`src/rtl/fzsg_pkg.sv`:
```
package fzsg_pkg;

	localparam int SPEED_BITS = 16;
	localparam int CNT_BITS = 16;
	localparam int NUM_GROUPS_DEF = 8;
	localparam int CFG_IDX_BITS = 3;

	typedef enum logic [3:0] {
		FN_TICK        = 4'd0,
		FN_SET_SPEED   = 4'd1,
		FN_FULL_SPEED  = 4'd2,
		FN_SET_FLOOR   = 4'd3,
		FN_INCREASE    = 4'd4,
		FN_DECREASE    = 4'd5,
		FN_ACTIVE_ALLOW = 4'd6,
		FN_FLOOR_ALLOW = 4'd7,
		FN_DEC_ALLOW   = 4'd8
	} func_t;

	typedef enum logic [CFG_IDX_BITS-1:0] {
		CFG_FULL_SPEED    = 3'd0,
		CFG_CEILING_SPEED = 3'd1,
		CFG_SPEED_BASE    = 3'd2,
		CFG_INC_DELAY     = 3'd3,
		CFG_DEC_INTERVAL  = 3'd4
	} cfg_idx_t;

	typedef struct packed {
		logic [3:0]            func;
		logic [SPEED_BITS-1:0] value;
		logic [2:0]            group_index;
		logic                  allow;
	} evt_t;

	typedef struct packed {
		logic [SPEED_BITS-1:0] target_speed;
		logic                  speed_written;
		logic                  zone_active;
		logic [SPEED_BITS-1:0] floor_speed;
		logic                  increase_held;
	} res_t;

	typedef struct packed {
		logic [SPEED_BITS-1:0] full_speed;
		logic [SPEED_BITS-1:0] ceiling_speed;
		logic [SPEED_BITS-1:0] speed_base;
		logic [CNT_BITS-1:0]   inc_delay;
		logic [CNT_BITS-1:0]   dec_interval;
	} cfg_t;

	// Permission view handed from the group masks to the speed logic
	typedef struct packed {
		logic active;
		logic active_nxt;
		logic floor_ok;
		logic dec_ok;
	} perm_t;

endpackage

```
`src/rtl/fan_zone_speed_governor_core.sv`:
```
// Fan zone speed governor. Each request on evt is one event (tick, speed set,
// full speed, floor update, increase, decrease, or a group allow bit) and
// produces exactly one result on res carrying the target speed, whether the
// fans were written, the zone active flag, the floor and the increase hold
// flag. A request is registered, evaluated against the zone state in the next
// cycle and its result registered, and one request is taken every cycle as
// long as res is drained; the single update stage with its output register
// sets that rate. Configuration is written through cfg_we/cfg_index/cfg_data;
// the user must do so only while idle, as the core does not enforce it.
module fan_zone_speed_governor_core #(
	parameter int NUM_GROUPS = fzsg_pkg::NUM_GROUPS_DEF
) (
	input  logic                                clk,
	input  logic                                arst_n,
	input  logic                                evt_valid,
	output logic                                evt_ready,
	input  fzsg_pkg::evt_t                      evt,
	output logic                                res_valid,
	input  logic                                res_ready,
	output fzsg_pkg::res_t                      res,
	input  logic                                cfg_we,
	input  logic [fzsg_pkg::CFG_IDX_BITS-1:0]   cfg_index,
	input  logic [fzsg_pkg::SPEED_BITS-1:0]     cfg_data
);

	logic            valid_s1;
	fzsg_pkg::evt_t  evt_s1;
	logic            res_valid_q;
	fzsg_pkg::res_t  res_q;
	fzsg_pkg::cfg_t  cfg_q;
	fzsg_pkg::perm_t perm;
	fzsg_pkg::res_t  res_d;
	logic            adv;

	assign adv = valid_s1 && (!res_valid_q || res_ready);
	assign evt_ready = !valid_s1 || adv;

	always_ff @(posedge clk or negedge arst_n) begin
		if (!arst_n) begin
			valid_s1 <= 1'b0;
			res_valid_q <= 1'b0;
		end else begin
			if (evt_valid && evt_ready) begin
				valid_s1 <= 1'b1;
			end else if (adv) begin
				valid_s1 <= 1'b0;
			end
			if (adv) begin
				res_valid_q <= 1'b1;
			end else if (res_ready) begin
				res_valid_q <= 1'b0;
			end
		end
	end

	always_ff @(posedge clk) begin
		if (evt_valid && evt_ready) begin
			evt_s1 <= evt;
		end
		if (adv) begin
			res_q <= res_d;
		end
	end

	always_ff @(posedge clk or negedge arst_n) begin
		if (!arst_n) begin
			cfg_q.full_speed <= '0;
			cfg_q.ceiling_speed <= '1;
			cfg_q.speed_base <= '0;
			cfg_q.inc_delay <= fzsg_pkg::CNT_BITS'(5);
			cfg_q.dec_interval <= fzsg_pkg::CNT_BITS'(30);
		end else if (cfg_we) begin
			case (cfg_index)
				fzsg_pkg::CFG_FULL_SPEED:    cfg_q.full_speed <= cfg_data;
				fzsg_pkg::CFG_CEILING_SPEED: cfg_q.ceiling_speed <= cfg_data;
				fzsg_pkg::CFG_SPEED_BASE:    cfg_q.speed_base <= cfg_data;
				fzsg_pkg::CFG_INC_DELAY:     cfg_q.inc_delay <= cfg_data;
				fzsg_pkg::CFG_DEC_INTERVAL:  cfg_q.dec_interval <= cfg_data;
				default: begin
				end
			endcase
		end
	end

	fzsg_perm #(
		.NUM_GROUPS(NUM_GROUPS)
	) u_perm (
		.clk    (clk),
		.arst_n (arst_n),
		.commit (adv),
		.item   (evt_s1),
		.perm   (perm)
	);

	fzsg_core u_core (
		.clk    (clk),
		.arst_n (arst_n),
		.commit (adv),
		.item   (evt_s1),
		.cfg    (cfg_q),
		.perm   (perm),
		.res    (res_d)
	);

	assign res_valid = res_valid_q;
	assign res = res_q;

endmodule

```
`src/rtl/fzsg_perm.sv`:
```
module fzsg_perm #(
	parameter int NUM_GROUPS = fzsg_pkg::NUM_GROUPS_DEF
) (
	input  logic             clk,
	input  logic             arst_n,
	input  logic             commit,
	input  fzsg_pkg::evt_t   item,
	output fzsg_pkg::perm_t  perm
);

	logic [NUM_GROUPS-1:0] active_known_q, active_bits_q;
	logic [NUM_GROUPS-1:0] floor_known_q, floor_bits_q;
	logic [NUM_GROUPS-1:0] dec_known_q, dec_bits_q;
	logic                  active_q;

	logic [NUM_GROUPS-1:0] grp_bit;
	logic                  in_range;
	logic [NUM_GROUPS-1:0] act_known_d, act_bits_d;
	logic                  act_flag_d;

	always_comb begin
		for (int i = 0; i < NUM_GROUPS; i++) begin
			grp_bit[i] = (32'(item.group_index) == i);
		end
	end

	assign in_range = |grp_bit;
	assign act_known_d = active_known_q | grp_bit;
	assign act_bits_d = item.allow ? (active_bits_q | grp_bit) : (active_bits_q & ~grp_bit);
	assign act_flag_d = item.allow && ((act_bits_d & act_known_d) == act_known_d);

	always_ff @(posedge clk or negedge arst_n) begin
		if (!arst_n) begin
			active_known_q <= '0;
			active_bits_q <= '0;
			floor_known_q <= '0;
			floor_bits_q <= '0;
			dec_known_q <= '0;
			dec_bits_q <= '0;
			active_q <= 1'b1;
		end else if (commit && in_range) begin
			case (item.func)
				fzsg_pkg::FN_ACTIVE_ALLOW: begin
					active_known_q <= act_known_d;
					active_bits_q <= act_bits_d;
					active_q <= act_flag_d;
				end
				fzsg_pkg::FN_FLOOR_ALLOW: begin
					floor_known_q <= floor_known_q | grp_bit;
					floor_bits_q <= item.allow ? (floor_bits_q | grp_bit)
						: (floor_bits_q & ~grp_bit);
				end
				fzsg_pkg::FN_DEC_ALLOW: begin
					dec_known_q <= dec_known_q | grp_bit;
					dec_bits_q <= item.allow ? (dec_bits_q | grp_bit)
						: (dec_bits_q & ~grp_bit);
				end
				default: begin
				end
			endcase
		end
	end

	assign perm.active = active_q;
	// active flag as it stands once the request in the stage is applied
	assign perm.active_nxt = (item.func == fzsg_pkg::FN_ACTIVE_ALLOW && in_range)
		? act_flag_d : active_q;
	assign perm.floor_ok = (floor_bits_q & floor_known_q) == floor_known_q;
	assign perm.dec_ok = (dec_bits_q & dec_known_q) == dec_known_q;

endmodule

```
`src/rtl/fzsg_core.sv`:
```
module fzsg_core (
	input  logic             clk,
	input  logic             arst_n,
	input  logic             commit,
	input  fzsg_pkg::evt_t   item,
	input  fzsg_pkg::cfg_t   cfg,
	input  fzsg_pkg::perm_t  perm,
	output fzsg_pkg::res_t   res
);

	localparam int SW = fzsg_pkg::SPEED_BITS;
	localparam int CW = fzsg_pkg::CNT_BITS;

	logic [SW-1:0] target_q, floor_q, inc_delta_q, dec_delta_q;
	logic [CW-1:0] inc_count_q, dec_count_q;
	logic          inc_running_q;

	logic [SW-1:0] target_d, floor_d, inc_delta_d, dec_delta_d;
	logic [CW-1:0] inc_count_d, dec_count_d;
	logic          inc_running_d;
	logic          wrote;

	logic [SW-1:0] base;
	logic [SW-1:0] inc_req_delta;
	logic          inc_en;
	logic [SW:0]   inc_sum;
	logic [SW-1:0] inc_speed;
	logic [SW-1:0] dec_base, dec_sub, dec_speed;
	logic [CW-1:0] inc_cnt_nxt, dec_cnt_nxt;

	assign base = (cfg.speed_base != '0) ? cfg.speed_base : target_q;

	// Increase path: a raise request, or a floor that lifts above the target
	assign inc_req_delta = (item.func == fzsg_pkg::FN_INCREASE) ? item.value
		: (item.value - target_q);
	assign inc_en = (inc_req_delta > inc_delta_q) && (target_q < cfg.ceiling_speed);
	assign inc_sum = {1'b0, base} + {1'b0, inc_req_delta - inc_delta_q};
	assign inc_speed = (inc_sum > {1'b0, cfg.ceiling_speed}) ? cfg.ceiling_speed
		: inc_sum[SW-1:0];

	// Decrease path: clamp to ceiling, step down, stop at the floor
	assign dec_base = (base > cfg.ceiling_speed) ? cfg.ceiling_speed : base;
	assign dec_sub = dec_base - dec_delta_q;
	assign dec_speed = ((dec_base < dec_delta_q) || (dec_sub < floor_q)) ? floor_q : dec_sub;

	assign inc_cnt_nxt = (inc_count_q != '1) ? inc_count_q + 1'b1 : inc_count_q;
	assign dec_cnt_nxt = (dec_count_q != '1) ? dec_count_q + 1'b1 : dec_count_q;

	always_comb begin
		target_d = target_q;
		floor_d = floor_q;
		inc_delta_d = inc_delta_q;
		dec_delta_d = dec_delta_q;
		inc_count_d = inc_count_q;
		dec_count_d = dec_count_q;
		inc_running_d = inc_running_q;
		wrote = 1'b0;
		case (item.func)
			fzsg_pkg::FN_TICK: begin
				if (inc_running_q) begin
					if (inc_cnt_nxt >= cfg.inc_delay) begin
						inc_running_d = 1'b0;
						inc_count_d = '0;
						inc_delta_d = '0;
					end else begin
						inc_count_d = inc_cnt_nxt;
					end
				end
				if (cfg.dec_interval == '0) begin
					dec_count_d = '0;
				end else if (dec_cnt_nxt >= cfg.dec_interval) begin
					dec_count_d = '0;
					dec_delta_d = '0;
					// evaluate against the hold state left by this same tick
					if (perm.dec_ok && inc_delta_d == '0 && !inc_running_d && perm.active) begin
						target_d = dec_speed;
						wrote = 1'b1;
					end
				end else begin
					dec_count_d = dec_cnt_nxt;
				end
			end
			fzsg_pkg::FN_SET_SPEED: begin
				if (perm.active) begin
					target_d = item.value;
					wrote = 1'b1;
				end
			end
			fzsg_pkg::FN_FULL_SPEED: begin
				if (cfg.full_speed != '0) begin
					target_d = cfg.full_speed;
					wrote = 1'b1;
				end
			end
			fzsg_pkg::FN_SET_FLOOR, fzsg_pkg::FN_INCREASE: begin
				if (item.func == fzsg_pkg::FN_INCREASE || perm.floor_ok) begin
					if (item.func == fzsg_pkg::FN_SET_FLOOR) begin
						floor_d = item.value;
					end
					if (inc_en && (item.func == fzsg_pkg::FN_INCREASE
						|| target_q < item.value)) begin
						inc_delta_d = inc_req_delta;
						inc_running_d = 1'b1;
						inc_count_d = '0;
						if (perm.active) begin
							target_d = inc_speed;
							wrote = 1'b1;
						end
					end
				end
			end
			fzsg_pkg::FN_DECREASE: begin
				if (dec_delta_q == '0 || item.value < dec_delta_q) begin
					dec_delta_d = item.value;
				end
			end
			default: begin
			end
		endcase
	end

	always_ff @(posedge clk or negedge arst_n) begin
		if (!arst_n) begin
			target_q <= '0;
			floor_q <= '0;
			inc_delta_q <= '0;
			dec_delta_q <= '0;
			inc_count_q <= '0;
			dec_count_q <= '0;
			inc_running_q <= 1'b0;
		end else if (commit) begin
			target_q <= target_d;
			floor_q <= floor_d;
			inc_delta_q <= inc_delta_d;
			dec_delta_q <= dec_delta_d;
			inc_count_q <= inc_count_d;
			dec_count_q <= dec_count_d;
			inc_running_q <= inc_running_d;
		end
	end

	assign res.target_speed = target_d;
	assign res.speed_written = wrote;
	assign res.floor_speed = floor_d;
	assign res.increase_held = inc_running_d;
	assign res.zone_active = perm.active_nxt;

endmodule
```
`config.mk`:
```
export PLATFORM = sky130hd
export DESIGN_NAME = fan_zone_speed_governor_core
export DESIGN_NICKNAME = d
export VERILOG_FILES = /design/src/rtl/fzsg_pkg.sv /design/src/rtl/fan_zone_speed_governor_core.sv /design/src/rtl/fzsg_perm.sv /design/src/rtl/fzsg_core.sv
export SDC_FILE = /design/constraint.sdc
export NUM_CORES = 1
export LEC_CHECK = 0
export BUFFER_PORTS_ARGS = -buffer_cell sky130_fd_sc_hd__buf_2
export CORE_ASPECT_RATIO = 0.8
export CORE_MARGIN = 5
export CORE_UTILIZATION = 35
export CTS_BUF_LIST = sky130_fd_sc_hd__clkbuf_8
export DETAILED_ROUTE_END_ITERATION = 6
export PLACE_DENSITY = 0.47
export RECOVER_POWER = 50
export SYNTH_ARGS = -nofsm -noshare
export SYNTH_HDL_FRONTEND = slang
export SYNTH_SLANG_ARGS = --single-unit
```
`constraint.sdc`:
```
create_clock -name clk -period 16.5 [get_ports clk]
set_input_delay 0 -clock clk [delete_from_list [all_inputs] [get_ports clk]]
set_output_delay 0 -clock clk [all_outputs]
set_load 0.005 [all_outputs]
```
# Yosys cells after proc, flatten, opt, wreduce, memory -nomap -nowiden

Cells that the tools add are included.

Flip-flop bits (word level): 287
Output and inout port bits: 37

Equality and inequality tests: 30
Bitwise gates (word level): 13
Muxes and demuxes: 58
Magnitude comparators: 10
Add/sub/neg operators: 6
Reductions and logical operators: 45

Operators by type and width:

| kind                                                  | count |
|---|---|
| two-way mux 16 bit                                    | 32 |
| one-hot mux 16 bit (2 select lines)                   | 3 |
| < comparator 16 bit                                   | 5 |
| one-hot mux 16 bit (4 select lines)                   | 1 |
| AND 8 bit                                             | 6 |
| zero test 16 bit                                      | 3 |
| bitwise OR 8 bit                                      | 6 |
| subtractor 16 bit                                     | 3 |
| adder 16 x 1 -> 16 bit, second input constant         | 2 |
| greater-or-equal comparator 16 bit                    | 2 |
| > comparator 16 bit                                   | 2 |
| inequality test 16 bit, second input constant         | 2 |
| nonzero test 16 bit                                   | 2 |
| == test 8 bit                                         | 3 |
| two-way mux 8 bit                                     | 3 |
| AND reduction 2 bit                                   | 9 |
| adder 16 x 16 -> 17 bit                               | 1 |
| > comparator 17 x 16 -> 1 bit                         | 1 |
| two-way mux 1 bit                                     | 17 |
| == test 4 x 3 -> 1 bit, second input constant         | 4 |
| == test 3 bit, second input constant                  | 5 |
| == test 3 x 2 -> 1 bit, second input constant         | 4 |
| logical AND 1 bit                                     | 10 |
| inequality test 2 x 1 -> 1 bit, second input constant | 5 |
| other kinds (17)                                      | 31 |

# Logic depth before layout (Yosys ltp)

Depth after elaboration: 14
Depth in mapped cells: 37

# Cells and area by module

A second synthesis with hierarchy kept.

Cell total of the unflattened synthesis: 1,957
Area total of the unflattened synthesis: 19,272.2 µm²

By module, submodules not included:

| module                       | cells each | times used | sequential area each (µm²) | area each (µm²) |
|---|---|---|---|---|
| fzsg_core                    | 1,530      | 1          | 2,427.3                    | 12,234.2 |
| fan_zone_speed_governor_core | 240        | 1          | 3,851.2                    | 4,962.3 |
| fzsg_perm                    | 187        | 1          | 1,227.4                    | 2,075.7 |

# Worst setup path after synthesis

No wires, ideal clock.

Path kind: register to register
Start: reg cfg_q[35] (netlist bit)
End: reg res_q (netlist bit res[28]), data pin
Setup slack: 9.185 ns
Library setup time: 0.267 ns
Arrival time: 7.048 ns
Buffers on the path: 5
Cell stages (with the launch flop): 36
Period minus slack after synthesis: 7.315 ns
Cells stage by stage: dfrtp_1 > nor4_1 > and4_1 > clkbuf_1 > clkbuf_1 > a21o_1 > ha_1 > a21o_1 > a21oi_1 > nor2b_1 > o21ai_0 > nand2b_1 > a21oi_1 > o21ai_0 > o21ai_1 > buf_2 > mux2_2 > ha_1 > nor2b_1 > o2111a_1 > o21a_1 > o31ai_1 > mux2i_1 > nand2_1 > ha_1 > nand4_1 > inv_1 > a221oi_1 > nor2_1 > o22ai_1 > buf_2 > buf_2 > mux2i_1 > o21ai_1 > o31ai_1 > o21ai_0

RTL lines:

| item                 | line                               | source |
|---|---|---|
| start, declared      | fan_zone_speed_governor_core.sv:30 | `fzsg_pkg::cfg_t cfg_q;` |
| end signal, assigned | fan_zone_speed_governor_core.sv:61 | `res_q <= res_d;` |
| end, declared        | fan_zone_speed_governor_core.sv:29 | `fzsg_pkg::res_t res_q;` |

# Final worst setup path

Start: reg cfg_q[35] (netlist bit)
End: reg u_core.target_q[1]

Cells in the longest elaborated chain, start to end: 12
Elaborated cells on any way between the ends: 19
Classes of those cells: add/sub: 2; order compare: 4; mux: 11; reduce/logical: 2

Ends and longest elaborated chain:

| item                                  | line             | source |
|---|---|---|
| nonzero test 16 bit                   | fzsg_core.sv:31  | `assign base = (cfg.speed_base != '0) ? cfg.speed_base : target_q;` |
| two-way mux 16 bit *                  | fzsg_core.sv:31  |  |
| > comparator 16 bit                   | fzsg_core.sv:42  | `assign dec_base = (base > cfg.ceiling_speed) ? cfg.ceiling_speed : base;` |
| two-way mux 16 bit                    | fzsg_core.sv:42  |  |
| subtractor 16 bit                     | fzsg_core.sv:43  | `assign dec_sub = dec_base - dec_delta_q;` |
| < comparator 16 bit                   | fzsg_core.sv:44  | `assign dec_speed = ((dec_base < dec_delta_q) \|\| (dec_sub < floor_q)) ? floor_q : dec_sub;` |
| logical OR 1 bit                      | fzsg_core.sv:44  |  |
| two-way mux 16 bit                    | fzsg_core.sv:44  |  |
| two-way mux 16 bit                    | fzsg_core.sv:75  | `if (perm.dec_ok && inc_delta_d == '0 && !inc_running_d && perm.active) begin` |
| two-way mux 16 bit                    | fzsg_core.sv:71  | `end else if (dec_cnt_nxt >= cfg.dec_interval) begin` |
| two-way mux 16 bit                    | fzsg_core.sv:69  | `if (cfg.dec_interval == '0) begin` |
| one-hot mux 16 bit (4 select lines) * | fzsg_core.sv:58  | `case (item.func)` |
| end signal, assigned                  | fzsg_core.sv:132 | `target_q <= target_d;` |
| end, declared                         | fzsg_core.sv:14  | `logic [SW-1:0] target_q, floor_q, inc_delta_q, dec_delta_q;` |

Mark *: on every way between the ends. The rest lies on a longest branch, timed or not.
A chain may end at the register's enable or synchronous reset.

==> flow_summary.toml <==
[logic_synthesis]
synth_commonest_cells = "dfrtp_1 (205), ha_1 (175), nand2_1 (175), inv_1 (158), o21ai_0 (152)"
seq_area_frac_synth_pct = 38.6
ys_warn_count = 0
synth_area_um2 = 19400
async_flop_share_pct = 79.4
synth_area_leader_cell = "dfrtp_1"
synth_ff_type = "dfrtp_1"
synth_edf_count = 59
synthTopCellsByArea = "dfrtp_1 (26%), ha_1 (11%), edfxtp_1 (9.1%), mux2_2 (6.0%), o21ai_0 (3.9%)"
syn_nets = 2294
syn_inst = 2067
ys_types = 83
syn_avg_cell_area_um2 = 9.40
yosys_register_bits = 287
synth.most_common_cell = "dfrtp_1"
synth_top_area_share_pct = 26.4

[critical_path]
cp.required_ns = 16.99
ff2ff_setup_slack_ns = 7.59
max_stage_delay_ns = 0.65
start_kind = "flip-flop"
crit_slowest_cell = "and4_1"
worstSetupPathType = "reg -> reg"
crit_top_cell = "o21a_1"
arrival_ns = 9.40
end_kind = "flip-flop"
critPathMaxFanout = 21

[power]
p_per_area_nw_per_um2 = 205
leakagePower_nw = 9.73
ir_worst_vdd_mv = 0.160

[clock_network]
cts_resized = 0
path_clk_slew_ns = 0.06
cts_tree = "built"
clkLatencyLatePin_ns = 0.66
cts_made_buffers = 54
cts_max_path_buffers = 3
htreeDepth = 2
ctsRootBufferMaster = "clkbuf_8"
cts.sink_count = 287

[final_layout]
areaGrowthSynthToFinish_pct = 14.4
antennaDiodeCount = 0
regMostFlops = "cfg_q"
largest_reg_flops = 80
finalNetCount = 2432
drive_above_1_share_pct = 13.9
fillerInstances = 5529

[timing]
final_hold_viol_count = 0
fin_crit_ns = 8.91
setup_slack_ns = 7.59
timing.final.crit_share_pct = 54.0
finClkSkew_ns = 0.0232
slew_headroom_pct = -297
fin_tns_setup_ns = 0
setup_violations = 0
holdWs_ns = 0.0607
worst_pin_slew_ns = 5.96
rsz0062_at_grt = "false"
slew_violations = 179
fmax_ghz = 0.112

[die]
die_x_um = 273
rows = 77
dieArea_um2 = 60400
die_h_um = 221
core_um2 = 55100
pin_count = 85
initial_core_util_pct = 35.3

[run]
maxCapViolCount = 3

[placement]
gp_congestion = 0.959
dpl_worst_slack_ns = 7.75
hpwlAfterDp_um = 51000
io_buffers = 84

[drt]
drt_iter0_drc = 1459
wl_um = 67200
wl_per_cell_um = 22.4
ant_nets = 0
route.detailed.drc = 0
route.vias.total = 16500
vias_per_cell = 5.48
first_pass_iters = 6

[min_path]
hold_class = "in -> reg"

[global_routing]
grt_pass1_vias = 15700
grt_overflow = 0
antenna_found_initial = 1
grt_util_all_layers_pct = 22.0
grt_pass1_wl_um = 101000
grt_max_degree = 92

[status]
violations = "capacitance limit, slew limit"
status = "complete, but fails checks"
-- cells by family after synthesis --
family	synth area share, %
mux	7.47
simple gates	15.9
compound gates	18.8
xor+xnor	2.98
flops	38.6
buf+inv	4.57
fa+ha+maj	11.7
-- per-layer routing --
| metal | wire length [µm] | GRT usage [%] | vias up |
|---|---|---|---|
| met3 | 5000 | 5.37 | 81 |
| met1 | 33500 | 33.7 | 7982 |
| met4 | 1340 | 5.45 | 0 |
| met5 | 0 | 0 | - |
| li1 | - | - | 7863 |
| met2 | 27300 | 30.8 | 524 |
-- final timing paths --
check / cells past startpoint / from / to
worst max-delay path: 34 / cfg_q[35]$_DFFE_PN0P_ / u_core.target_q[1]$_DFFE_PN0P_
worst min-delay path: 2 / evt[12] / evt_s1[12]$_DFFE_PP_
worst max register to register: 34 / cfg_q[35]$_DFFE_PN0P_ / u_core.target_q[1]$_DFFE_PN0P_
worst min register to register: 2 / u_perm.dec_known_q[3]$_DFFE_PN0P_ / u_perm.dec_known_q[3]$_DFFE_PN0P_
max in group asynchronous: 5 / arst_n / cfg_q[17]$_DFFE_PN0P_
min in group asynchronous: 3 / arst_n / u_perm.active_known_q[4]$_DFFE_PN0P_
-- power breakdown --
group / switching [mW] / total (mW) / internal (mW)
logic: 1.75 / 2.82 / 1.07
clock network: 0.334 / 0.724 / 0.390
registers: 0.142 / 1.01 / 0.864
total: 2.22 / 4.55 / 2.33
-- through the flow --
step / area, µm² / cells / total power, mW / utilization [%]
after floorplan: 19400 / 2067 / 2.92 / -
after global placement: 20700 / 2849 / 3.76 / 37.5
after detailed placement: 20700 / 2849 / 3.76 / 37.5
after CTS: 22300 / 3000 / 4.52 / 40.5
after global routing: 22200 / 3000 / 4.92 / 40.3
final: 22200 / 3000 / 4.55 / 40.3
-- cell type report --
class                   instances  area [µm²]  area share, %
clock inverters                33         199          0.895
flip-flops and latches        287        7510           33.8
well taps                     750         938           4.22
multi-input cells            1550       11000           49.7
repair buffers                153         995           4.48
inverters                     159         598           2.69
clock buffers                  68         936           4.21
-- worst max-delay path, delay by kind of cell (launching register included) --
| kind | cells | cell delay (ns) |
|---|---|---|
| AOI/OAI and AO/OA | 18 | 3.73 |
| adders and majority gates | 4 | 1.22 |
| buffers and inverters | 2 | 0.56 |
| DFF | 1 | 0.40 |
| muxes | 2 | 0.37 |
| and+or+nand+nor | 8 | 2.42 |
-- cells in the final DEF, fill, tap and decap left out, types with 23 or more instances in the layout --
cell type	Yosys	routed
dfrtp_1	205	205
nand2_1	175	175
ha_1	175	175
inv_1	158	170
o21ai_0	152	152
nor2_1	126	126
a21oi_1	122	122
mux2_2	104	104
clkbuf_8	0	68
edfxtp_1	59	59
nand3_1	58	58
dlygate4sd3_1	0	50
a21o_1	45	45
clkbuf_1	56	45
xnor2_1	44	44
buf_2	9	44
nor3_1	43	42
nand2b_1	41	41
mux2i_1	28	28
nor4_1	27	27
nand4_1	25	25
a22o_1	25	25
nor2b_1	24	24
o31ai_1	23	23
dfstp_2	23	23
-- repair_timing --
action | in CTS | in global routing
hold buffers | 50 | 0
endpoints found under the hold margin | 208 | 0
setup buffers | 0 | 0
Note: power is estimated with default switching activity, not from simulation.
